--- config.mk ---
export PLATFORM = sky130hd
export DESIGN_NAME = nsbi_tterm
export DESIGN_NICKNAME = d
export VERILOG_FILES = /design/src/hdl/newmark_sliding_block_integrator_macros.svh /design/src/hdl/nsbi_pkg.sv /design/src/hdl/nsbi_tterm.sv
export SDC_FILE = /design/constraint.sdc
export NUM_CORES = 2
export LEC_CHECK = 0
export BUFFER_PORTS_ARGS = -buffer_cell sky130_fd_sc_hd__buf_2
export CELL_PAD_IN_SITES_DETAIL_PLACEMENT = 0
export CELL_PAD_IN_SITES_GLOBAL_PLACEMENT = 1
export CORE_UTILIZATION = 46
export CTS_CLUSTER_SIZE = 24
export DETAILED_ROUTE_END_ITERATION = 12
export GPL_TIMING_DRIVEN = 1
export PLACE_DENSITY = 0.9
export SYNTH_ARGS = -nofsm -noshare
export SYNTH_HDL_FRONTEND = slang
export SYNTH_SLANG_ARGS = --single-unit
--- constraint.sdc ---
create_clock -name clock -period 6.3 [get_ports clock]
set_input_delay 0.315 -clock clock [delete_from_list [all_inputs] [get_ports clock]]
set_output_delay 0.315 -clock clock [all_outputs]
set_load 0.05 [all_outputs]
--- src/hdl/newmark_sliding_block_integrator_macros.svh ---
// Assertion macros shared by the sliding block integrator RTL.
`ifndef NEWMARK_SLIDING_BLOCK_INTEGRATOR_MACROS_SVH
`define NEWMARK_SLIDING_BLOCK_INTEGRATOR_MACROS_SVH
`ifndef SYNTHESIS
`define NSBI_ASSERT_IMP(name, clk, rst, ante, cons) \
   name: assert property (@(posedge clk) disable iff (rst) (ante) |-> (cons)) \
      else $error("same-cycle check failed");
`define NSBI_ASSERT_NXT(name, clk, rst, ante, cons) \
   name: assert property (@(posedge clk) disable iff (rst) (ante) |=> (cons)) \
      else $error("next-cycle check failed");
`else
`define NSBI_ASSERT_IMP(name, clk, rst, ante, cons)
`define NSBI_ASSERT_NXT(name, clk, rst, ante, cons)
`endif
`endif

--- src/hdl/nsbi_pkg.sv ---
// Types and constants of the sliding block integrator.
package nsbi_pkg;

   typedef logic signed [32:0] accel_type;   // Q16.16 relative acceleration
   typedef logic signed [63:0] prod_type;    // exact accel * time term product
   typedef logic signed [47:0] dist_type;    // Q23.24 velocity / displacement
   typedef logic        [46:0] vmag_type;    // velocity magnitude (always >= 0)
   typedef logic        [30:0] tstep_type;   // Q1.30 time terms
   typedef logic        [47:0] t1_type;      // v_prev * dt term
   typedef logic signed [43:0] t2_type;      // acceleration term
   typedef logic        [1:0]  csr_idx_type;

   typedef struct packed {
      logic first;
      logic fin;
   } flg_type;

   localparam csr_idx_type CSR_YIELD = 2'd0;
   localparam csr_idx_type CSR_DT    = 2'd1;
   localparam csr_idx_type CSR_DT6   = 2'd2;

   localparam logic signed [31:0] YIELD_RST = 32'sd0;
   localparam tstep_type DT_RST  = 31'd10737418;
   localparam tstep_type DT6_RST = 31'd17896;

   localparam dist_type S48_MAX     = 48'sh7FFF_FFFF_FFFF;
   localparam dist_type S48_MIN     = 48'sh8000_0000_0000;
   localparam dist_type FAILED_DISP = 48'sd167772160;   // 10.0 in Q23.24

endpackage

--- src/hdl/nsbi_tterm.sv ---
// Displacement term stages: split v_prev*dt product and the dt^2/6 term.
module nsbi_tterm
   import nsbi_pkg::*;
(
   input  logic      clock,
   input  logic      reset,
   input  logic      en4,
   input  logic      en5,
   input  logic      valid_in,
   input  vmag_type  vprev,
   input  prod_type  pbp,
   input  prod_type  pbe,
   input  logic      clipv_in,
   input  flg_type   flg_in,
   input  tstep_type dt,
   output logic      valid4_out,
   output logic      valid_out,
   output t1_type    t1_out,
   output t2_type    t2_out,
   output logic      clipv_out,
   output flg_type   flg_out
);

   logic [61:0]        ph_in;
   logic [62:0]        pl_in;
   logic signed [65:0] t2_sum;
   logic [77:0]        t1_full;

   logic        valid4_ff;
   logic [61:0] ph_ff;
   logic [62:0] pl_ff;
   t2_type      t2a_ff;
   logic        clipv4_ff;
   flg_type     flg4_ff;

   logic        valid5_ff;
   t1_type      t1_ff;
   t2_type      t2b_ff;
   logic        clipv5_ff;
   flg_type     flg5_ff;

   // v_prev * dt as high and low halves of dt
   assign ph_in   = 62'(vprev) * 62'(dt[30:16]);
   assign pl_in   = 63'(vprev) * 63'(dt[15:0]);
   assign t2_sum  = (66'(pbp) <<< 1) + 66'(pbe);
   assign t1_full = {ph_ff, 16'b0} + 78'(pl_ff);

   always_ff @(posedge clock) begin
      if (reset) begin
         valid4_ff <= 1'b0;
         valid5_ff <= 1'b0;
      end else begin
         if (en4) begin
            valid4_ff <= valid_in;
         end
         if (en5) begin
            valid5_ff <= valid4_ff;
         end
      end
   end

   always_ff @(posedge clock) begin
      if (en4) begin
         ph_ff     <= ph_in;
         pl_ff     <= pl_in;
         t2a_ff    <= t2_sum[65:22];
         clipv4_ff <= clipv_in;
         flg4_ff   <= flg_in;
      end
      if (en5) begin
         t1_ff     <= t1_full[77:30];
         t2b_ff    <= t2a_ff;
         clipv5_ff <= clipv4_ff;
         flg5_ff   <= flg4_ff;
      end
   end

   assign valid4_out = valid4_ff;
   assign valid_out  = valid5_ff;
   assign t1_out     = t1_ff;
   assign t2_out     = t2b_ff;
   assign clipv_out  = clipv5_ff;
   assign flg_out    = flg5_ff;

endmodule

==> flow_summary.yaml <==
status:
  status: "finished with violations"
  violations: "setup timing"
hold_path:
  hold_start: "pbe[39]"
  hold_path_end: "t2a_ff[17]"
  hp-class: "primary input to flip-flop"
  holdPathStages: 3
global_routing:
  grt_max_degree: 82
  grt_pass1_vias: 48392
  grt_usage_pct: 25.1
  overflow: 0
  grt_pass1_wl_um: 250000
  grt_antenna_before_repair: 8
worst_setup_path:
  critPathKind: "primary input to flip-flop"
  cpMostUsedCell: "fa_1"
  ff2ff_setup_slack_ns: 2.36
  cp-start-kind: "primary input"
  path_max_fanout: 3
  r2r_start: "ph_ff[14]"
  rr_endpoint: "t1_out[47]"
  required_ns: 6.61
  cp-end-kind: "flip-flop"
  crit_arrival_ns: 6.71
  cp_slowest_cell: "fa_1"
  slowest_delay_ns: 0.58
  reg2regPathDepth: 12
synthesis:
  ys_seq_area_share_pct: 13.3
  async_reset_ff_share_pct: 0
  syn_area_per_cell_um2: 9.30
  synthesis.nets: 7929
  synth_edf_count: 251
  yosys-mux-area-fraction_pct: 0.0526
  synth_seq_cells: 253
  synthAdderAreaFrac_pct: 50.5
  synth_top_area_share_pct: 42.4
  synth.largest_area_cell: "fa_1"
  synth-simple-area-share_pct: 15.5
  synthTopCellsByArea: "fa_1 (42%), edfxtp_1 (13%), inv_1 (8.4%)"
  yosys_warnings: 0
  synth_area_mm2: 0.0571
  synth-xor-area-share_pct: 2.93
  synth_flop_cell: "edfxtp_1"
  synth_top_family_by_area: "adder cells"
  netlist_instances: 6138
  synth.distinct_cells: 74
  synth_compound_area_share_pct: 7.17
clock_tree:
  tritoncts: "done"
  htreeDepth: 1
  path_clk_slew_ns: 0.06
  numCtsBuffers: 25
  clk_path_buf_depth: 3
  clk_latency_ns: 0.58
  cts.sinks: 253
  clock-root-buffer: "clkbuf_16"
sta:
  max_freq_mhz: 156
  hold_viol_final: 0
  rsz0062_at_grt: "yes"
  worst_pin_slew_ns: 1.00
  fin_ws_ns: -0.0984
  slew_viol_final: 0
  timing.slew.headroom_pct: 33.1
  finalSetupViolations: 5
  fin_tns_setup_ns: -0.194
  fin_worst_skew_ns: 0.0314
  hold_ws_ns: 0.234
  finalCriticalPeriod_ns: 6.40
  fin_crit_sh_pct: 102
floorplan:
  die_height_um: 354
  core-area_mm2: 0.123
  initial_utilization_pct: 46.6
  die_area_mm2: 0.126
  num_rows: 128
  die_x_um: 354
  io_pins: 311
detailed_routing:
  vias_per_cell: 5.25
  drt_iter0_drc: 3261
  wl_per_cell_um: 18.2
  vias: 44762
  drc_errors: 0
  detail-route-antenna-nets: 0
  dr.pass1.iters: 6
  routed_wl_um: 155000
placed_design:
  hpwl_um: 129000
  gp_congestion: 0.915
  io_buffers: 309
  pre_cts_ws_ns: -0.898
finish:
  drive_gt1_share_pct: 17.6
  layout_common_cells: "inv_1 (1270), fa_1 (1200), nand2_1 (1027), buf_4 (658), and2_1 (537)"
  area_growth_pct: 18.7
  final_common_cell: "inv_1"
  fin_nets: 8660
job:
  cap_violations: 0
-- registers in the layout, summed over array words and instances, names as in the netlist --
register and cells:
valid_out 1, flg_out 2, clipv4_ff 1, clipv_out 1, pl_ff 47, t1_out 48, ph_ff 62, t2_out 44
valid4_out 1, flg4_ff 2, t2a_ff 44
-- synthesized netlist by cell type (all sizes together), types with 5 or more instances --
cell type,number
a2111oi,7
a211oi,22
a21boi,7
a21o,154
a21oi,194
a221oi,9
a31oi,17
and2,547
and3,28
and4,7
buf,5
clkbuf,338
edfxtp,251
fa,1210
ha,367
inv,1275
nand2,1032
nand2b,11
nand3,42
nand4,46
nor2,109
nor2b,17
nor3,17
nor4,6
o211ai,5
o21a,17
o21ai,101
o21bai,27
o22ai,5
o31a,6
o31ai,8
xnor2,119
xor2,72
-- worst max path at each step --
stage | cells past startpoint | endpoint | start | slack [ns]
4_1_cts | 27 | ph_ff[61] | dt[17] | 0.002
2_1_floorplan | 25 | ph_ff[61] | dt[19] | -0.11
5_1_grt | 26 | ph_ff[61] | dt[25] | -0.34
3_5_place_dp | 26 | ph_ff[59] | dt[17] | -0.90
6_report | 30 | ph_ff[59] | vprev[10] | -0.1
3_3_place_gp | 27 | ph_ff[59] | dt[17] | -0.84
-- layer usage --
metal	global-route usage [%]	vias up	wire length, um
met5	0	-	35
met4	9.90	6	7560
met3	3.37	326	10500
met2	43.9	1577	77900
met1	31.4	22820	59000
li1	-	20033	-
-- kinds of logic after synthesis --
family / Yosys count
simple gates: 1873
mux: 3
xor+xnor: 191
fa+ha+maj: 1577
flops: 253
compound gates: 623
buf+inv: 1618
-- cell type report --
cell class	count	area, um^2
Clock buffer	27	633
Multi-Input combinational cell	4267	44200
Timing Repair Buffer	1047	8270
Tap cell	1625	2030
Sequential cell	253	7580
Fill cell	10705	54800
Clock inverter	19	248
Antenna cell	7	17.5
Inverter	1275	4790
-- what timing repair did --
item / 4_1_cts / 5_1_grt
hold buffers: 5 / 0
endpoints found under the hold margin: 5 / 0
gates cloned: 0 / 6
buffers inserted: 4 / 34
setup endpoints to repair: 34 / 45
pin swaps: 5 / 68
gates resized for setup: 36 / 241
-- critical path, delay by kind of cell --
kind | cells | cell delay (ns)
xor+xnor | 1 | 0.08
compound gates | 9 | 1.67
fa+ha+maj | 7 | 3.35
simple gates | 2 | 0.21
buf+inv | 11 | 1.09
-- metrics by stage --
stage | instances | instance area [um^2] | utilization, %
after global placement | 8420 | 65300 | 53.3
after global routing | 8513 | 67700 | 55.3
final | 8520 | 67800 | 55.3
after CTS | 8475 | 66400 | 54.2
after floorplan | 6138 | 57400 | -
after detailed placement | 8420 | 65300 | 53.3
Power is not shown: default switching activity piles up to over one toggle a cycle in this logic, so the estimate is an artifact.
