[src/hdl/newmark_sliding_block_integrator_macros.svh]
// Assertion macros shared by the sliding block integrator RTL.
`ifndef NEWMARK_SLIDING_BLOCK_INTEGRATOR_MACROS_SVH
`define NEWMARK_SLIDING_BLOCK_INTEGRATOR_MACROS_SVH
`ifndef SYNTHESIS
`define NSBI_ASSERT_IMP(name, clk, rst, ante, cons) \
   name: assert property (@(posedge clk) disable iff (rst) (ante) |-> (cons)) \
      else $error("same-cycle check failed");
`define NSBI_ASSERT_NXT(name, clk, rst, ante, cons) \
   name: assert property (@(posedge clk) disable iff (rst) (ante) |=> (cons)) \
      else $error("next-cycle check failed");
`else
`define NSBI_ASSERT_IMP(name, clk, rst, ante, cons)
`define NSBI_ASSERT_NXT(name, clk, rst, ante, cons)
`endif
`endif

[src/hdl/nsbi_pkg.sv]
// Types and constants of the sliding block integrator.
package nsbi_pkg;

   typedef logic signed [32:0] accel_type;   // Q16.16 relative acceleration
   typedef logic signed [63:0] prod_type;    // exact accel * time term product
   typedef logic signed [47:0] dist_type;    // Q23.24 velocity / displacement
   typedef logic        [46:0] vmag_type;    // velocity magnitude (always >= 0)
   typedef logic        [30:0] tstep_type;   // Q1.30 time terms
   typedef logic        [47:0] t1_type;      // v_prev * dt term
   typedef logic signed [43:0] t2_type;      // acceleration term
   typedef logic        [1:0]  csr_idx_type;

   typedef struct packed {
      logic first;
      logic fin;
   } flg_type;

   localparam csr_idx_type CSR_YIELD = 2'd0;
   localparam csr_idx_type CSR_DT    = 2'd1;
   localparam csr_idx_type CSR_DT6   = 2'd2;

   localparam logic signed [31:0] YIELD_RST = 32'sd0;
   localparam tstep_type DT_RST  = 31'd10737418;
   localparam tstep_type DT6_RST = 31'd17896;

   localparam dist_type S48_MAX     = 48'sh7FFF_FFFF_FFFF;
   localparam dist_type S48_MIN     = 48'sh8000_0000_0000;
   localparam dist_type FAILED_DISP = 48'sd167772160;   // 10.0 in Q23.24

endpackage

[src/hdl/nsbi_disp.sv]
// Displacement accumulator with saturation, sticky clip flag and result register.
`include "newmark_sliding_block_integrator_macros.svh"
module nsbi_disp
   import nsbi_pkg::*;
(
   input  logic     clock,
   input  logic     reset,
   input  logic     en,
   input  logic     valid_in,
   input  t1_type   t1,
   input  t2_type   t2,
   input  logic     clipv,
   input  flg_type  flg_in,
   input  logic     fail,
   output logic     valid_out,
   output dist_type disp_out,
   output logic     fin_out,
   output logic     sat_out
);

   dist_type           disp_ff;
   logic               sat_ff;
   logic               valid_ff;
   dist_type           odisp_ff;
   logic               ofin_ff;
   logic               osat_ff;

   logic signed [50:0] dsum;
   logic               clipd;
   dist_type           dnew;
   logic               sat_new;

   assign dsum    = 51'(disp_ff) + 51'({3'b0, t1}) + 51'(t2);
   assign clipd   = !(dsum[50:47] == 4'b0000 || dsum[50:47] == 4'b1111);
   assign dnew    = clipd ? (dsum[50] ? S48_MIN : S48_MAX) : dist_type'(dsum[47:0]);
   assign sat_new = sat_ff | clipv | clipd;

   always_ff @(posedge clock) begin
      if (reset) begin
         valid_ff <= 1'b0;
         disp_ff  <= '0;
         sat_ff   <= 1'b0;
      end else if (en) begin
         valid_ff <= valid_in;
         if (valid_in) begin
            if (flg_in.first) begin
               disp_ff <= '0;
               sat_ff  <= 1'b0;
            end else if (!fail) begin
               disp_ff <= dnew;
               sat_ff  <= sat_new;
            end
         end
      end
   end

   always_ff @(posedge clock) begin
      if (en) begin
         ofin_ff <= flg_in.fin;
         if (fail) begin
            odisp_ff <= FAILED_DISP;
            osat_ff  <= 1'b0;
         end else if (flg_in.first) begin
            odisp_ff <= '0;
            osat_ff  <= 1'b0;
         end else begin
            odisp_ff <= dnew;
            osat_ff  <= sat_new;
         end
      end
   end

   assign valid_out = valid_ff;
   assign disp_out  = odisp_ff;
   assign fin_out   = ofin_ff;
   assign sat_out   = osat_ff;

   `NSBI_ASSERT_IMP(a_sat_sticky, clock, reset, valid_ff && osat_ff, sat_ff)

endmodule

[config.mk]
export PLATFORM = sky130hd
export DESIGN_NAME = nsbi_disp
export DESIGN_NICKNAME = d
export VERILOG_FILES = /design/src/hdl/nsbi_pkg.sv /design/src/hdl/nsbi_disp.sv
export VERILOG_INCLUDE_DIRS = /design/src /design/src/hdl
export SDC_FILE = /design/constraint.sdc
export NUM_CORES = 1
export LEC_CHECK = 0
export ABC_AREA = 1
export BUFFER_PORTS_ARGS = -buffer_cell sky130_fd_sc_hd__clkbuf_2
export CAP_MARGIN = 25
export CORE_UTILIZATION = 60
export DETAILED_ROUTE_END_ITERATION = 6
export GPL_TIMING_DRIVEN = 1
export PLACE_DENSITY_LB_ADDON = 0.25
export SYNTH_ARGS = -nofsm -noshare
export SYNTH_HDL_FRONTEND = slang
export SYNTH_SLANG_ARGS = --single-unit
[constraint.sdc]
create_clock -name clock -period 10.2 [get_ports clock]
set_input_delay 2.04 -clock clock [delete_from_list [all_inputs] [get_ports clock]]
set_output_delay 2.04 -clock clock [all_outputs]
set_load 0.01 [all_outputs]
==> results of run 1 <==
==> cells by family (layout without fill, tap and decap cells) <==
group | count (synthesis) | count (layout)
AOI/OAI and AO/OA | 180 | 180
xor gates and xnor gates | 37 | 37
adders and majority gates | 100 | 100
buffers and inverters | 188 | 319
DFF | 100 | 100
and+or+nand+nor | 664 | 664
==> per-stage QoR <==
step / power (uW) / setup slack, ps / instance area (um^2) / util [%] / hold WS (ps)
3_5_place_dp: 1130 / 4280 / 9890 / 67.5 / 459
4_1_cts: 1490 / 4640 / 10200 / 69.7 / 467
6_report: 1500 / 4570 / 10200 / 69.7 / 467
3_3_place_gp: 1120 / 4420 / 9890 / 67.5 / 451
2_1_floorplan: 962 / 5350 / 9090 / - / 446
5_1_grt: 1600 / 4380 / 10200 / 69.7 / 498
==> how the worst max path moves through the flow <==
| stage | from | to | slack (ps) | cells after the start |
|---|---|---|---|---|
| after floorplan | t1[1] | disp_out[10]$_SDFFCE_PP0P_ | 5350 | 19 |
| after global placement | t1[1] | disp_out[16]$_SDFFCE_PP0P_ | 4420 | 19 |
| after detailed placement | t1[1] | disp_out[43]$_SDFFCE_PP0P_ | 4280 | 19 |
| after CTS | t1[1] | disp_ff[16]$_SDFFE_PP0P_ | 4640 | 21 |
| after global routing | t1[1] | disp_ff[8]$_SDFFE_PP0P_ | 4380 | 21 |
| final | t1[1] | disp_out[43]$_SDFFCE_PP0P_ | 4570 | 19 |
==> cells in the mapped netlist (all sizes together) (7+ instances only) <==
| cell | number |
|---|---|
| a21oi | 146 |
| buf | 20 |
| clkbuf | 19 |
| dfxtp | 50 |
| edfxtp | 50 |
| fa | 50 |
| ha | 50 |
| inv | 145 |
| nand2 | 403 |
| nand3 | 134 |
| nand4 | 13 |
| nor2 | 100 |
| nor3 | 7 |
| o21ai | 15 |
| o21bai | 13 |
| xnor2 | 11 |
| xor2 | 26 |
==> registers in the layout, summed over array words and instances (netlist names) <==
signal	count
disp_ff	48
disp_out	48
fin_out	1
sat_ff	1
sat_out	1
valid_out	1
==> per-layer routing <==
metal  part of all wire, %  wire (um)  GRT usage [%]  vias to the layer above
li1                      -          -              -                     4361
met1                    45      11500           45.5                     4038
met2                    48      12300           58.9                      324
met3                   5.7       1470           3.85                       46
met4                   2.0        514           10.5                        0
met5                     0          0              0                        -
==> final cells by class <==
| type | instances | share of cell area [%] |
|---|---|---|
| clock buffers | 11 | 2.48 |
| clock inverters | 4 | 0.552 |
| multi-input cells | 981 | 57.0 |
| well taps | 184 | 2.26 |
| inverters | 149 | 5.48 |
| flip-flops and latches | 100 | 24.5 |
| repair buffers | 155 | 7.73 |
==> worst register-to-register path: stages, from the launching register on <==
cell and delay (ps):
dfxtp_1 330, fa_1 490, ha_1 230, inv_1 70, fa_1 430, nor2_1 160, o21ai_1 90, nand2_1 140
nand2_1 60, nand2_1 160, nand2_1 130, nand3_1 130, nand2_1 70, nand2_1 70, nand2_1 80, nand2_4 390
nand2_8 170, nand2_8 370, a21oi_1 280
==> power by group <==
group          switching (uW)  leakage, uW  internal, uW
registers                10.4     0.000919           451
clock network             160     0.000153           205
logic                     453      0.00398           220
==> run_results.csv, run 1 <==
group,metric,value,unit
run_status,status,"complete, but fails checks",
run_status,violations,"DRC",
final_layout,layout_common_cells,"nand2_1 (388), clkbuf_2 (150), a21oi_1 (141)",
critical_path,ff2ff_path_depth,18,
logic_synthesis,yosys_warnings,0,
routing,via_per_inst,5.54,
logic_synthesis,yosysTopAreaCell,"edfxtp_1",
die,die_h,125,um
timing,max_slew_margin,39.2,%
die,fp.coreArea,0.0146,mm^2
critical_path,crit_family,"simple AND/OR/NAND/NOR gates",
logic_synthesis,netlist_top_cells_area,"edfxtp_1 (17%), nand2_1 (16%), dfxtp_1 (11%)",
clock_network,cts_buffer_depth,2,
clock_network,cts_resized,0,
clock_network,htreeDepth,3,
flow_run,cap_violations,0,
critical_path,endpoint_kind,"flop",
logic_synthesis,ys_ff_latch,100,
routing,drtAntennaViolNets,0,
place,io_buffers,150,
timing,finClkSkew,9.07,ps
timing,setup_viol,0,
logic_synthesis,ys_dominant_reg_cell,"edfxtp_1",
critical_path,slowest_delay,540,ps
timing,fin_setup_tns,0,ps
timing,timing.final.crit_share,55.2,%
timing,finalHoldViolations,0,
timing,tightest_slew,911,ps
logic_synthesis,synth.cell_area,0.00909,mm^2
logic_synthesis,yosysTopAreaCellShare,16.5,%
grt,grt-ovfl-total,0,
final_layout,area_growth,12.2,%
critical_path,path_class,"in -> reg",
logic_synthesis,synth_cells,1269,
timing,slew_viol_final,0,
critical_path,crit_chain,"clkbuf_2, fa_1, ha_1, inv_1, fa_1, nor2_1, o21ai_1, nand2_1, nand2_1, nand2_1, nand2_1, nand3_1, nand2_1, nand2_1, nand2_1, nand2_4, nand2_8, nand2_8, a21oi_1",
hold_path,hp-class,"reg -> reg",
timing,rsz0062_at_grt,"no",
grt,grtUsageTotal,34.3,%
hold_path,whs_path_depth,2,
logic_synthesis,ys_types,41,
critical_path,critPathSlowestCell,"fa_1",
critical_path,ff2ff_setup_slack,6070,ps
final_layout,fin_nets,1596,
grt,antenna_found_initial,0,
place,gp_congestion,0.948,
place,hpwl,20100,um
hold_path,min-delay-start,"valid_out$_SDFFE_PP0P_",
logic_synthesis,synth_adder_area_share,17.9,%
logic_synthesis,yosys.area_share.xor_xnor,3.57,%
routing,routedWlPerCell,16.3,um
logic_synthesis,synth_compound_gate_area_share,10.6,%
clock_network,clock_latency,360,ps
final_layout,stdcell_count,1584,
critical_path,path_max_fanout,82,
clock_network,cts_tree,"yes",
critical_path,crit_required,10270,ps
power,irDropWorstVdd,75.7,uV
grt,grt_pass1_vias,8806,
logic_synthesis,synth_mux_area_share,0,%
timing,finalCriticalPeriod,5630,ps
routing,firstDrtPassIters,7,
final_layout,fill_cells,1350,
final_layout,final_common_cell,"nand2_1",
clock_network,cts_made_buffers,9,
die,rows,44,
clock_network,root_buffer,"clkbuf_16",
die,dieArea,0.0156,mm^2
critical_path,cpMostUsedCell,"nand2_1",
final_layout,layout-drive-gt1-share,16.6,%
logic_synthesis,syn-num-nets,1469,
hold_path,holdPathEnd,"valid_out$_SDFFE_PP0P_",
final_layout,multi_input_area,0.00581,mm^2
final_layout,diodes,0,
logic_synthesis,syn_area_per_cell,7.16,um^2
logic_synthesis,synth_edf_count,50,
critical_path,startpoint_type,"primary input",
routing,drc,22,
clock_network,numClockSinks,100,
routing,vias,8769,
clock_network,postCtsHoldBufs,0,
timing,fmax,0.178,GHz
grt,grt_pass1_wl,42700,um
logic_synthesis,ys_seq_area_share,27.5,%
logic_synthesis,synth_top_family_by_area,"simple AND/OR/NAND/NOR gates",
grt,grt_max_degree,83,
die,initial_core_util,62.1,%
clock_network,clk_pin_slew,70,ps
place,place_inst,1569,
logic_synthesis,async_flop_share,0,%
clock_network,postCtsSetupRepairBufs,0,
power,p_leak,0.00505,uW
critical_path,crit_buf_inv,2,
die,io-pin-count,151,
critical_path,crit_arrival,5700,ps
critical_path,r2r-end,"disp_out[43]$_SDFFCE_PP0P_",
critical_path,r2r-start,"disp_ff[1]$_SDFFE_PP0P_",
power,p_per_area,147,mW/mm^2
die,dieWidth,125,um
logic_synthesis,synthSimpleGateAreaFrac,31.7,%
final_layout,register_area,0.00250,mm^2
routing,drtIter0Drc,766,
routing,wl,25800,um
Power figures use the tool's default switching activity.
==> run 2, diff against run 1 <==
--- a/config.mk
+++ b/config.mk
@@ -9,7 +9,7 @@
 export ABC_AREA = 1
 export BUFFER_PORTS_ARGS = -buffer_cell sky130_fd_sc_hd__clkbuf_2
 export CAP_MARGIN = 25
-export CORE_UTILIZATION = 60
+export CORE_UTILIZATION = 53
 export DETAILED_ROUTE_END_ITERATION = 6
 export GPL_TIMING_DRIVEN = 1
 export PLACE_DENSITY_LB_ADDON = 0.25
==> constraint.sdc (replaced) <==
create_clock -name clock -period 4.9 [get_ports clock]
set_input_delay 0.98 -clock clock [delete_from_list [all_inputs] [get_ports clock]]
set_output_delay 0.98 -clock clock [all_outputs]
set_load 0.01 [all_outputs]
==> run_results.csv, run 2 (synthesis results as in run 1) <==
group,metric,value,unit
place,hpwl,20900,um
clock_network,cts_made_buffers,9,
critical_path,critPathSlowestCell,"fa_1",
clock_network,cts_tree,"yes",
clock_network,cts_resized,0,
hold_path,hp-class,"reg -> reg",
critical_path,path_class,"in -> reg",
timing,timing.final.crit_share,87.4,%
die,io-pin-count,151,
routing,routedWlPerCell,16.0,um
routing,firstDrtPassIters,7,
critical_path,crit_arrival,4360,ps
clock_network,postCtsSetupRepairBufs,0,
routing,drc,0,
place,io_buffers,150,
critical_path,endpoint_kind,"flop",
clock_network,root_buffer,"clkbuf_16",
final_layout,area_growth,13.0,%
power,p_per_area,299,mW/mm^2
power,p_leak,0.00507,uW
critical_path,crit_chain,"clkbuf_2, fa_1, ha_1, inv_1, fa_1, inv_1, nand2_1, nand3_1, nand2_1, nand2_1, nand2_1, nand3_1, nand2_1, nand2_1, nand2_1, nand2_4, nand2_8, nand2_8, a21oi_1",
routing,wl,26000,um
final_layout,diodes,0,
die,dieWidth,133,um
routing,vias,8607,
run_status,status,"completed",
grt,grt_pass1_wl,41800,um
grt,antenna_found_initial,0,
die,dieArea,0.0177,mm^2
clock_network,htreeDepth,3,
timing,timing.final.ws_setup,617,ps
grt,grt_pass1_vias,8333,
final_layout,postLayoutCoreUtil,61.7,%
final_layout,layout-drive-gt1-share,16.8,%
clock_network,clock_latency,360,ps
routing,drtIter0Drc,602,
critical_path,slowest_delay,530,ps
critical_path,crit_buf_inv,3,
die,initial_core_util,54.6,%
clock_network,postCtsHoldBufs,0,
die,rows,47,
final_layout,final_common_cell,"nand2_1",
timing,finalCriticalPeriod,4280,ps
place,gp_congestion,0.995,
timing,slew_viol_final,0,
timing,finalHoldViolations,0,
power,irDropWorstVdd,164,uV
clock_network,cts_buffer_depth,2,
die,fp.coreArea,0.0166,mm^2
final_layout,fin_nets,1603,
grt,grt-ovfl-total,0,
timing,setup_viol,0,
grt,grtUsageTotal,30.5,%
final_layout,layout_common_cells,"nand2_1 (388), clkbuf_2 (150), a21oi_1 (141)",
timing,fmax,0.233,GHz
critical_path,crit_required,4980,ps
critical_path,crit_family,"simple AND/OR/NAND/NOR gates",
timing,tightest_slew,840,ps
clock_network,numClockSinks,100,
critical_path,cpMostUsedCell,"nand2_1",
timing,fin_setup_tns,0,ps
die,die_h,133,um
routing,via_per_inst,5.29,
flow_run,cap_violations,0,
critical_path,path_max_fanout,82,
clock_network,clk_pin_slew,70,ps
critical_path,startpoint_type,"primary input",
place,pre_cts_ws,284,ps
timing,finClkSkew,5.85,ps
timing,rsz0062_at_grt,"no",
timing,max_slew_margin,43.9,%
routing,drtAntennaViolNets,0,
grt,grt_max_degree,83,
## run 2: worst paths after layout
check | end | cells past startpoint | start | slack [ps]
min | valid_out$_SDFFE_PP0P_ | 2 | valid_out$_SDFFE_PP0P_ | 470
min reg2reg | valid_out$_SDFFE_PP0P_ | 2 | valid_out$_SDFFE_PP0P_ | 470
max reg2reg | disp_out[11]$_SDFFCE_PP0P_ | 18 | disp_ff[1]$_SDFFE_PP0P_ | 1050
max | disp_out[11]$_SDFFCE_PP0P_ | 19 | t1[1] | 620
## run 2: layer usage
metal  global-route usage [%]  vias to the layer above  part of all wire [%]
li1                         -                     4373                     -
met1                     39.5                     3928                    44
met2                     52.1                      267                    48
met3                     4.83                       39                   5.5
met4                     9.39                        0                   2.4
met5                        0                        -                     0
## run 2: per-stage QoR
step / power, uW / hold WS, ps / instance area [um^2] / instances
2_1_floorplan: 2000 / 446 / 9090 / 1269
3_3_place_gp: 2360 / 451 / 9990 / 1612
3_5_place_dp: 2370 / 460 / 9990 / 1612
4_1_cts: 3070 / 471 / 10300 / 1628
5_1_grt: 3280 / 494 / 10300 / 1628
6_report: 3070 / 467 / 10300 / 1628
## run 2: final cells by class
| type | instances | area (um^2) |
|---|---|---|
| Inverter | 149 | 559 |
| Sequential cell | 100 | 2500 |
| Clock buffer | 12 | 246 |
| Tap cell | 220 | 275 |
| Clock inverter | 4 | 33.8 |
| Timing Repair Buffer | 162 | 841 |
| Multi-Input combinational cell | 981 | 5810 |
| Fill cell | 1582 | 6370 |
## run 2: report_power, final
group / total (uW) / internal [uW] / leakage [uW] / switching, uW
clock network: 702 / 363 / 0.000133 / 339
logic: 1410 / 469 / 0.00402 / 941
registers: 960 / 939 / 0.000919 / 21.3
## run 2: worst register-to-register path: stages (launching register included)
cell	delay, ps
dfxtp_1	330
fa_1	480
ha_1	230
inv_1	70
fa_1	440
inv_1	130
nand2_1	60
nand3_1	130
nand2_1	70
nand2_1	210
nand2_1	160
nand3_1	130
nand2_1	60
nand2_1	60
nand2_1	90
nand2_4	240
nand2_8	120
nand2_8	390
a21oi_1	170
