==> src/hdl/newmark_sliding_block_integrator_macros.svh <==
// Assertion macros shared by the sliding block integrator RTL.
`ifndef NEWMARK_SLIDING_BLOCK_INTEGRATOR_MACROS_SVH
`define NEWMARK_SLIDING_BLOCK_INTEGRATOR_MACROS_SVH
`ifndef SYNTHESIS
`define NSBI_ASSERT_IMP(name, clk, rst, ante, cons) \
   name: assert property (@(posedge clk) disable iff (rst) (ante) |-> (cons)) \
      else $error("same-cycle check failed");
`define NSBI_ASSERT_NXT(name, clk, rst, ante, cons) \
   name: assert property (@(posedge clk) disable iff (rst) (ante) |=> (cons)) \
      else $error("next-cycle check failed");
`else
`define NSBI_ASSERT_IMP(name, clk, rst, ante, cons)
`define NSBI_ASSERT_NXT(name, clk, rst, ante, cons)
`endif
`endif

==> src/hdl/nsbi_pkg.sv <==
// Types and constants of the sliding block integrator.
package nsbi_pkg;

   typedef logic signed [32:0] accel_type;   // Q16.16 relative acceleration
   typedef logic signed [63:0] prod_type;    // exact accel * time term product
   typedef logic signed [47:0] dist_type;    // Q23.24 velocity / displacement
   typedef logic        [46:0] vmag_type;    // velocity magnitude (always >= 0)
   typedef logic        [30:0] tstep_type;   // Q1.30 time terms
   typedef logic        [47:0] t1_type;      // v_prev * dt term
   typedef logic signed [43:0] t2_type;      // acceleration term
   typedef logic        [1:0]  csr_idx_type;

   typedef struct packed {
      logic first;
      logic fin;
   } flg_type;

   localparam csr_idx_type CSR_YIELD = 2'd0;
   localparam csr_idx_type CSR_DT    = 2'd1;
   localparam csr_idx_type CSR_DT6   = 2'd2;

   localparam logic signed [31:0] YIELD_RST = 32'sd0;
   localparam tstep_type DT_RST  = 31'd10737418;
   localparam tstep_type DT6_RST = 31'd17896;

   localparam dist_type S48_MAX     = 48'sh7FFF_FFFF_FFFF;
   localparam dist_type S48_MIN     = 48'sh8000_0000_0000;
   localparam dist_type FAILED_DISP = 48'sd167772160;   // 10.0 in Q23.24

endpackage

==> src/hdl/nsbi_vel.sv <==
// Velocity recurrence stage: trapezoid update, clamp at zero, saturation.
`include "newmark_sliding_block_integrator_macros.svh"
module nsbi_vel
   import nsbi_pkg::*;
(
   input  logic      clock,
   input  logic      reset,
   input  logic      en,
   input  logic      valid_in,
   input  accel_type a_in,
   input  prod_type  pa_in,
   input  prod_type  pb_in,
   input  flg_type   flg_in,
   input  logic      fail,
   input  logic      refresh_ld,
   output accel_type a_prev,
   output logic      valid_out,
   output vmag_type  vprev_out,
   output prod_type  pbp_out,
   output prod_type  pbe_out,
   output logic      clipv_out,
   output flg_type   flg_out
);

   dist_type  vel_ff;
   accel_type aprev_ff;
   prod_type  pa_prev_ff;
   prod_type  pb_prev_ff;
   logic      valid_ff;
   vmag_type  vprev_ff;
   prod_type  pbp_ff;
   prod_type  pbe_ff;
   logic      clipv_ff;
   flg_type   flg_ff;

   logic signed [64:0] acc_sum;
   logic signed [41:0] vinc;
   logic        [48:0] vsum;
   logic               vneg;
   logic               vover;
   dist_type           vnew;
   logic               step;

   // (a_prev + a) * dt is the sum of two exact products; floor of /2^23
   assign acc_sum = 65'(pa_prev_ff) + 65'(pa_in);
   assign vinc    = acc_sum[64:23];
   assign vsum    = {1'b0, vel_ff} + 49'(vinc);
   assign vneg    = vsum[48];
   assign vover   = vsum[47] & ~vsum[48];
   assign vnew    = vneg ? '0 : (vover ? S48_MAX : dist_type'(vsum[47:0]));
   assign step    = en & valid_in;

   always_ff @(posedge clock) begin
      if (reset) begin
         valid_ff   <= 1'b0;
         vel_ff     <= '0;
         aprev_ff   <= '0;
         pa_prev_ff <= '0;
         pb_prev_ff <= '0;
      end else begin
         if (en) begin
            valid_ff <= valid_in;
         end
         if (refresh_ld) begin
            // time terms changed: reload products of the held acceleration
            pa_prev_ff <= pa_in;
            pb_prev_ff <= pb_in;
         end else if (step) begin
            if (flg_in.first) begin
               vel_ff     <= '0;
               aprev_ff   <= '0;
               pa_prev_ff <= '0;
               pb_prev_ff <= '0;
            end else if (!fail) begin
               vel_ff     <= vnew;
               aprev_ff   <= vneg ? '0 : a_in;
               pa_prev_ff <= vneg ? '0 : pa_in;
               pb_prev_ff <= vneg ? '0 : pb_in;
            end
         end
      end
   end

   always_ff @(posedge clock) begin
      if (en) begin
         vprev_ff <= vel_ff[46:0];
         pbp_ff   <= pb_prev_ff;
         pbe_ff   <= vneg ? '0 : pb_in;
         clipv_ff <= vover;
         flg_ff   <= flg_in;
      end
   end

   assign a_prev    = aprev_ff;
   assign valid_out = valid_ff;
   assign vprev_out = vprev_ff;
   assign pbp_out   = pbp_ff;
   assign pbe_out   = pbe_ff;
   assign clipv_out = clipv_ff;
   assign flg_out   = flg_ff;

   `NSBI_ASSERT_IMP(a_vel_nonneg, clock, reset, 1'b1, !vel_ff[47])
   `NSBI_ASSERT_NXT(a_clamp_clears, clock, reset,
      step && !refresh_ld && !flg_in.first && !fail && vneg,
      vel_ff == '0 && aprev_ff == '0 && pa_prev_ff == '0 && pb_prev_ff == '0)

endmodule

==> config.mk <==
export PLATFORM = sky130hd
export DESIGN_NAME = nsbi_vel
export DESIGN_NICKNAME = d
export VERILOG_FILES = /design/src/hdl/nsbi_pkg.sv /design/src/hdl/nsbi_vel.sv
export VERILOG_INCLUDE_DIRS = /design/src /design/src/hdl
export SDC_FILE = /design/constraint.sdc
export NUM_CORES = 1
export LEC_CHECK = 0
export ABC_AREA = 1
export BUFFER_PORTS_ARGS = -buffer_cell sky130_fd_sc_hd__buf_2
export CORE_MARGIN = 4
export CORE_UTILIZATION = 50
export CTS_CLUSTER_SIZE = 40
export DETAILED_ROUTE_END_ITERATION = 10
export HOLD_SLACK_MARGIN = 0.03
export PLACE_DENSITY = 0.79
export SETUP_SLACK_MARGIN = 0.15
export SLEW_MARGIN = 10
export SYNTH_ARGS = -nofsm -noshare
export SYNTH_HDL_FRONTEND = slang
export SYNTH_SLANG_ARGS = --single-unit
==> constraint.sdc <==
create_clock -name clock -period 12.1 [get_ports clock]
set_input_delay 0.605 -clock clock [delete_from_list [all_inputs] [get_ports clock]]
set_output_delay 0.605 -clock clock [all_outputs]
set_load 0.02 [all_outputs]
==> summary.txt, run 1 <==
Mapped Avg Cell Area: 7.56 sq um
Cell leakage power: 11.7 nW
CTS root buf: clkbuf_16
CTS Buf Count: 42
Area post-placement: 23,800 sq um
Worst hold path type: in2reg
Reg2Reg Launch Point: pa_prev_ff[15]$_SDFFE_PP0P_
Synth Register Bits: 388
Status: completed
PnR Total Power: 3.53 mW
CP required: 12.59 ns
Warnings, synthesis: 0
Vias per Instance: 5.18
Worst flop-to-flop path endpoint: pb_prev_ff[62]$_SDFFE_PP0P_
CTS tree: done
DR WL met3: 4000 um
Final slew viol count: 0
Tot GR Track Use: 25.4%
Hold path endpoint: flg_out[0]$_DFFE_PP_
ANT cells: 0
Die width: 216 um
Setup violators final: 0
Cts hold-fix bufs: 0
Fraction of registers with async set/reset: 0%
WL met1: 26,700 um
Placed cell count: 3,736
Core area: 42,300 sq um
Critical path class: reg2reg
# fillers: 3,967
Remaining antenna violation count: 0
Register area share after synthesis: 44.1%
Highest-count cells in the layout ignoring fill and taps: nand2_1 (734), nor2_1 (414), buf_2 (378)
Final hold viol count: 0
Global-route wire length before repair: 97,400 um
Buffers on Ports: 380
Sequential cell area: 9550 sq um
Cell area power density: 139 nW/um^2
Max Cap Viol: 0
Most common cell after layout, fill and taps aside: nand2_1
Vias in the first global route: 18,800
Die area: 46,700 sq um
R2R depth: 25
Post-route cell area: 25,300 sq um
1st-pass router iterations: 6
CP Capture Type: flop
CTS Buffer Depth: 3
DRC viols: 0
Post-synth EDFFs: 178
Mapped Area: 21,600 sq um
Quantity of gates resized following cts: 0
Vias: 19,700
Area of the multi-input gates: 10,300 sq um
Chip height: 216 um
Area Overhead vs Synth: 17.1%
Pin count of the biggest net entering global routing: 92
Initial core utilization: 51.1%
Net Count, Synth: 3,142
Netlist cell types: 50
H-Tree Depth: 2
RePlAce Congestion: 1.06
CP Max Fanout: 66
Tmin final: 6.05 ns
Final WL: 62,100 um
Post-CTS setup buffers: 0
Initial antenna violation count: 1
Num Clock Sinks: 388
Routed wire per std cell: 16.3 um
DR top layer: met5
VDD IR max: 101 uV
Grt ovf: 0
Fraction of layout cells with a size suffix above 1: 16.3%
Slew @ Worst Pin: 1.17 ns
R2r setup slk: 6.05 ns
Routed length on met2: 29,400 um
Fin Clk Skew: 0.0165 ns
Final HPWL DP: 47,200 um
Setup TNS Final: 0 ns
Maximum clock rate: 0.165 GHz
Normalized max-slew margin: 22.2%
Row Count: 75
Worst-skew pair later-pin latency: 0.57 ns
Fin crit share: 50.0%
Hold path start: flg_in[0]
I/O pins: 381
RSZ-0062 raised after global routing: no
Syn Inst Count: 2,860
Startpoint types: flop
Fin nets: 3,485
Worst EP arrival: 6.53 ns
WHS Path Cells: 1
Final cell count without fillers: 3,812
CTS clock-pin slew for the worst setup and hold paths: 0.06 ns
DRT iter0 DRCs: 1,659
Top_reg_cell synth: dfxtp_1
## power breakdown
part           internal [mW]  total, mW  switching (mW)  leakage (nW)
clock                  0.852       1.39           0.533         0.723
sequential              1.45       1.48          0.0270          3.54
combinational          0.207      0.668           0.461          7.43
## cell usage after synthesis (all sizes together), types with 2 or more instances
cell type | n | area (sq um)
nand2 | 741 | 2800
nor2 | 419 | 1600
a21oi | 365 | 1870
inv | 340 | 1280
dfxtp | 210 | 4200
edfxtp | 178 | 5350
ha | 112 | 1400
o21ai | 93 | 465
nand3 | 80 | 423
clkbuf | 61 | 229
xor2 | 47 | 412
or2 | 32 | 200
buf | 30 | 334
nor3 | 27 | 135
a31oi | 23 | 144
a21o | 20 | 150
o21bai | 15 | 113
nand4 | 11 | 68.8
xnor2 | 11 | 96.3
a21boi | 8 | 60.1
o21a | 8 | 60.1
nor4 | 7 | 50.1
a211oi | 3 | 22.5
o2111ai | 3 | 26.3
o211ai | 3 | 32.5
nand3b | 2 | 15.0
o311ai | 2 | 17.5
or3 | 2 | 12.5
## layer usage
metal / vias to the layer above / GRT usage, %
li1: 9972 / -
met1: 9010 / 33.5
met2: 635 / 43.2
met3: 129 / 4.15
met4: 2 / 7.96
met5: - / 0
## logic make-up after synthesis
family / synth area share (%)
adder cells (fa/ha/maj): 6.57
XOR/XNOR: 2.35
AO/OA/AOI/OAI: 13.9
buffers and inverters: 8.50
flip-flops: 44.1
AND/OR/NAND/NOR: 24.6
## critical path: stages (launching register included)
cell	delay, ns
dfxtp_1	0.32
ha_1	0.34
nand2_1	0.13
nor2_1	0.27
o21ai_0	0.15
nand2_1	0.08
a21oi_1	0.06
nand2_1	0.11
a21oi_1	0.12
o21ai_0	0.53
nand3_1	0.19
nand2_1	0.14
xor2_1	0.33
ha_1	0.36
a21oi_1	0.20
o21ai_0	0.17
a21oi_1	0.22
nor2_1	0.06
nor3_1	0.17
nand2_1	0.13
nand3_2	0.14
nand3_4	0.13
nand2_4	0.50
buf_4	0.68
nand2_1	0.14
a21oi_1	0.18
## registers in the layout (all words and copies together), names as in the netlist
register    count
pbp_out        64
vprev_out      47
valid_out       1
vel_ff         48
pbe_out        64
flg_out         2
a_prev         33
pb_prev_ff     64
clipv_out       1
pa_prev_ff     64
## per-stage QoR
stage	hold slack (ns)	worst slack, ns	util, %
after floorplan	0.409	7.97	-
after global placement	0.409	5.76	56.3
after detailed placement	0.413	5.75	56.3
after CTS	0.180	6.14	59.8
after global routing	0.194	5.55	59.8
final	0.207	6.05	59.8
## how the worst max path moves through the flow
| stage | startpoint | end | slack, ns | depth (start not counted) |
|---|---|---|---|---|
| after CTS | pa_prev_ff[2]$_SDFFE_PP0P_ | pb_prev_ff[62]$_SDFFE_PP0P_ | 6.14 | 29 |
| final | pa_prev_ff[15]$_SDFFE_PP0P_ | pb_prev_ff[62]$_SDFFE_PP0P_ | 6.05 | 25 |
| after global routing | pa_prev_ff[21]$_SDFFE_PP0P_ | pb_prev_ff[37]$_SDFFE_PP0P_ | 5.55 | 27 |
| after global placement | pa_in[23] | pb_prev_ff[34]$_SDFFE_PP0P_ | 5.76 | 26 |
| after detailed placement | pa_in[9] | pb_prev_ff[37]$_SDFFE_PP0P_ | 5.75 | 28 |
| after floorplan | pa_in[23] | pbe_out[10]$_DFFE_PP_ | 7.97 | 22 |
## layout make-up
class / count / share of cell area [%]
sequential: 388 / 37.7
timing repair buffer: 390 / 7.86
clock buffer: 51 / 4.53
clock inverter: 25 / 1.45
inverter: 340 / 5.04
multi-input combinational: 2041 / 40.6
tap: 577 / 2.85
Note: power is estimated with default switching activity, not from simulation.
==> run 2, diff against run 1 <==
--- a/config.mk
+++ b/config.mk
@@ -6,14 +6,14 @@
 export SDC_FILE = /design/constraint.sdc
 export NUM_CORES = 1
 export LEC_CHECK = 0
-export ABC_AREA = 1
+export ABC_AREA = 0
 export BUFFER_PORTS_ARGS = -buffer_cell sky130_fd_sc_hd__buf_2
 export CORE_MARGIN = 4
 export CORE_UTILIZATION = 50
 export CTS_CLUSTER_SIZE = 40
 export DETAILED_ROUTE_END_ITERATION = 10
 export HOLD_SLACK_MARGIN = 0.03
-export PLACE_DENSITY = 0.79
+export PLACE_DENSITY = 0.8
 export SETUP_SLACK_MARGIN = 0.15
 export SLEW_MARGIN = 10
 export SYNTH_ARGS = -nofsm -noshare
==> constraint.sdc (replaced) <==
create_clock -name clock -period 5.9 [get_ports clock]
set_input_delay 0.295 -clock clock [delete_from_list [all_inputs] [get_ports clock]]
set_output_delay 0.295 -clock clock [all_outputs]
set_load 0.02 [all_outputs]
==> summary.txt, run 2 <==
Fin crit share: 96.8% (+47 points)
Startpoint types: flop
Net Count, Synth: 1,992 (-37%)
H-Tree Depth: 2 (unchanged)
Initial antenna violation count: 1 (unchanged)
CTS tree: done
Maximum clock rate: 0.175 GHz (+5.8%)
Num Clock Sinks: 388 (unchanged)
Vias: 16,800 (-15%)
Top_reg_cell synth: dfxtp_1
Final slew viol count: 0 (unchanged)
Max Cap Viol: 0 (unchanged)
Post-route cell area: 25,400 sq um (+0.42%)
Power Internal: 5.27 mW (+110%)
Remaining antenna violation count: 0 (unchanged)
NetSw: 2.08 mW (+100%)
Core area: 36,500 sq um (-14%)
Top cell type by total area after synthesis: edfxtp_1
Reg2Reg Launch Point: pa_prev_ff[13]$_SDFFE_PP0P_
Fraction of registers with async set/reset: 0% (unchanged)
Cell leakage power: 11.3 nW (-3.4%)
Tmin final: 5.71 ns (-0.333 ns)
CP required: 6.37 ns (-6.22 ns)
Tot GR Track Use: 26.8% (+1.4 points)
Setup violators final: 0 (unchanged)
Worst hold path type: in2reg
Final cell count without fillers: 2,868 (-25%)
R2r setup slk: 0.19 ns (-5.87 ns)
# fillers: 2,420 (-39%)
Worst EP arrival: 6.19 ns (-0.34 ns)
Warnings, synthesis: 0 (unchanged)
Crit-path max cell delay: 0.39 ns (-0.29 ns)
Sequential cell area: 9560 sq um (about the same)
Mapped Avg Cell Area: 10.8 sq um (+43%)
Die width: 200 um (-7.3%)
Post-synth EDFFs: 178 (unchanged)
Clock power share: 36.5% (-2.7 points)
Normalized max-slew margin: 27.4% (+5.2 points)
Worst-skew pair later-pin latency: 0.55 ns (-0.02 ns)
Worst path slowest cell: or3_4
Buffers on Ports: 380 (unchanged)
Vias in the first global route: 16,700 (-11%)
Register area share after synthesis: 51.7% (+7.5 points)
Routed wire per std cell: 20.9 um (+28%)
1st-pass router iterations: 5 (-1)
Combinational power share: 21.9% (+3.0 points)
Cell area power density: 289 nW/um^2 (+110%)
CTS Buffer Depth: 3 (unchanged)
RePlAce Congestion: 0.925 (-12%)
Switching power share of the total: 28.3% (-0.62 points)
Area of the multi-input gates: 8650 sq um (-16%)
Hold path start: pb_in[35]
Highest-count cells in the layout ignoring fill and taps: buf_2 (379), dfxtp_1 (206), edfxtp_1 (178)
Fin Clk Skew: 0.0310 ns (+0.0145 ns)
Synth Register Bits: 388 (unchanged)
R2R depth: 29 (+16%)
Status: completed
VDD IR max: 217 uV (+110%)
Fraction of layout cells with a size suffix above 1: 29.6% (+13 points)
I/O pins: 381 (unchanged)
Chip height: 200 um (-7.3%)
Final hold viol count: 0 (unchanged)
Row Count: 70 (-6.7%)
DRC viols: 0 (unchanged)
Critical path origin: pa_prev_ff[13]$_SDFFE_PP0P_
Most common cell after layout, fill and taps aside: buf_2
Vias per Instance: 5.87 (+13%)
Fin nets: 2,649 (-24%)
Area Overhead vs Synth: 37.6%
Synth area leaders: edfxtp_1 (29%), dfxtp_1 (23%), ha_1 (7.6%), a22o_1 (6.1%), a21oi_1 (4.4%)
Syn Inst Count: 1,710 (-40%)
Count leader, synth: dfxtp_1
Post-placement setup slack: -0.189 ns (-5.94 ns)
Area post-placement: 21,500 sq um (-9.5%)
Synth top area share: 28.9% (+4.2 points)
Initial core utilization: 50.6% (-0.53 points)
Final WS setup: 0.187 ns (-5.87 ns)
Mapped Area: 18,500 sq um (-15%)
CP Capture Type: flop
Pin count of the biggest net entering global routing: 88 (-4.3%)
Most instantiated cells after synthesis: dfxtp_1 (210), edfxtp_1 (178), a21oi_1 (164)
Grt ovf: 0 (unchanged)
DRT iter0 DRCs: 1,233 (-26%)
Crit path to: pb_prev_ff[35]$_SDFFE_PP0P_
Placed cell count: 2,601 (-30%)
Reg power frac: 41.6% (-0.2 points)
Global-route wire length before repair: 89,800 um (-7.8%)
Slew @ Worst Pin: 1.09 ns (-0.0784 ns)
CTS clock-pin slew for the worst setup and hold paths: 0.07 ns (about the same)
Final WL: 59,900 um (-3.6%)
CP Max Fanout: 9 (-86%)
Final HPWL DP: 36,100 um (-24%)
RSZ-0062 raised after global routing: yes
Worst flop-to-flop path endpoint: pb_prev_ff[35]$_SDFFE_PP0P_
CTS Buf Count: 41 (-2.4%)
Critical path class: reg2reg
Die area: 40,100 sq um (-14%)
Netlist cell types: 75 (+50%)
CTS root buf: clkbuf_16
run 2: area by class of cell:
cell class / count / share of cell area [%]
multi-input combinational: 1201 / 34.0
inverter: 30 / 0.443
sequential: 388 / 37.6
timing repair buffer: 705 / 20.1
clock inverter: 23 / 0.964
antenna: 1 / 0.00984
tap: 468 / 2.30
clock buffer: 52 / 4.56
run 2: through the flow:
step                TNS [ns]  util, %  power, mW  hold WS, ns
finish                     0     69.6       7.36       0.0487
CTS                        0     67.9       7.24       0.0302
global route           -6.44     69.6       7.63       0.0373
global placement       -8.72     59.0       4.43        0.419
floorplan                  0        -       3.95        0.394
detailed placement    -21.70     59.0       4.47        0.415
run 2: logic make-up after synthesis:
kind of cell / synth area share [%]
AOI/OAI and AO/OA: 21.9
adders and majority gates: 7.69
xor gates and xnor gates: 3.84
muxes: 0.108
and+or+nand+nor: 11.1
DFF: 51.7
buffers and inverters: 3.62
run 2: power groups by stage:
stage               registers (mW)  logic [mW]  clock network, mW
floorplan                     3.22       0.730                  0
global placement              3.10        1.33                  0
detailed placement            3.11        1.36                  0
CTS                           3.05        1.49               2.70
global route                  3.07        1.73               2.82
finish                        3.06        1.61               2.69
run 2: worst min path at each step:
stage,cells after the start,end,slack [ns]
floorplan,0,flg_out[0]$_DFFE_PP_,0.39
global placement,0,pbp_out[26]$_DFFE_PP_,0.42
detailed placement,0,pbp_out[24]$_DFFE_PP_,0.41
CTS,2,pb_prev_ff[28]$_SDFFE_PP0P_,0.03
global route,2,pb_prev_ff[35]$_SDFFE_PP0P_,0.04
finish,2,pb_prev_ff[35]$_SDFFE_PP0P_,0.05
run 2: timing repair:
action / 4_1_cts / 5_1_grt
buffers inserted: 11 / 10
resized for setup: 29 / 99
pin swaps: 17 / 47
cloned: 1 / 12
endpoints found under the hold margin: 157 / 0
setup endpoints to repair: 208 / 273
hold buffers: 157 / 0
run 2: per-layer routing:
metal / GRT usage (%) / vias to the layer above / part of all wire (%)
met5: 0 / - / 0
met4: 10.0 / 0 / 4.5
met3: 4.58 / 176 / 7.5
met2: 48.5 / 862 / 50
met1: 32.1 / 8094 / 38
li1: - / 7706 / -
run 2: worst max-delay path: cells and delay by family, from the launching register on:
family,cells,cell delay (ns)
AOI/OAI and AO/OA,17,3.00
xor gates and xnor gates,1,0.10
adders and majority gates,2,0.57
buffers and inverters,5,0.78
DFF,1,0.36
and+or+nand+nor,4,0.84
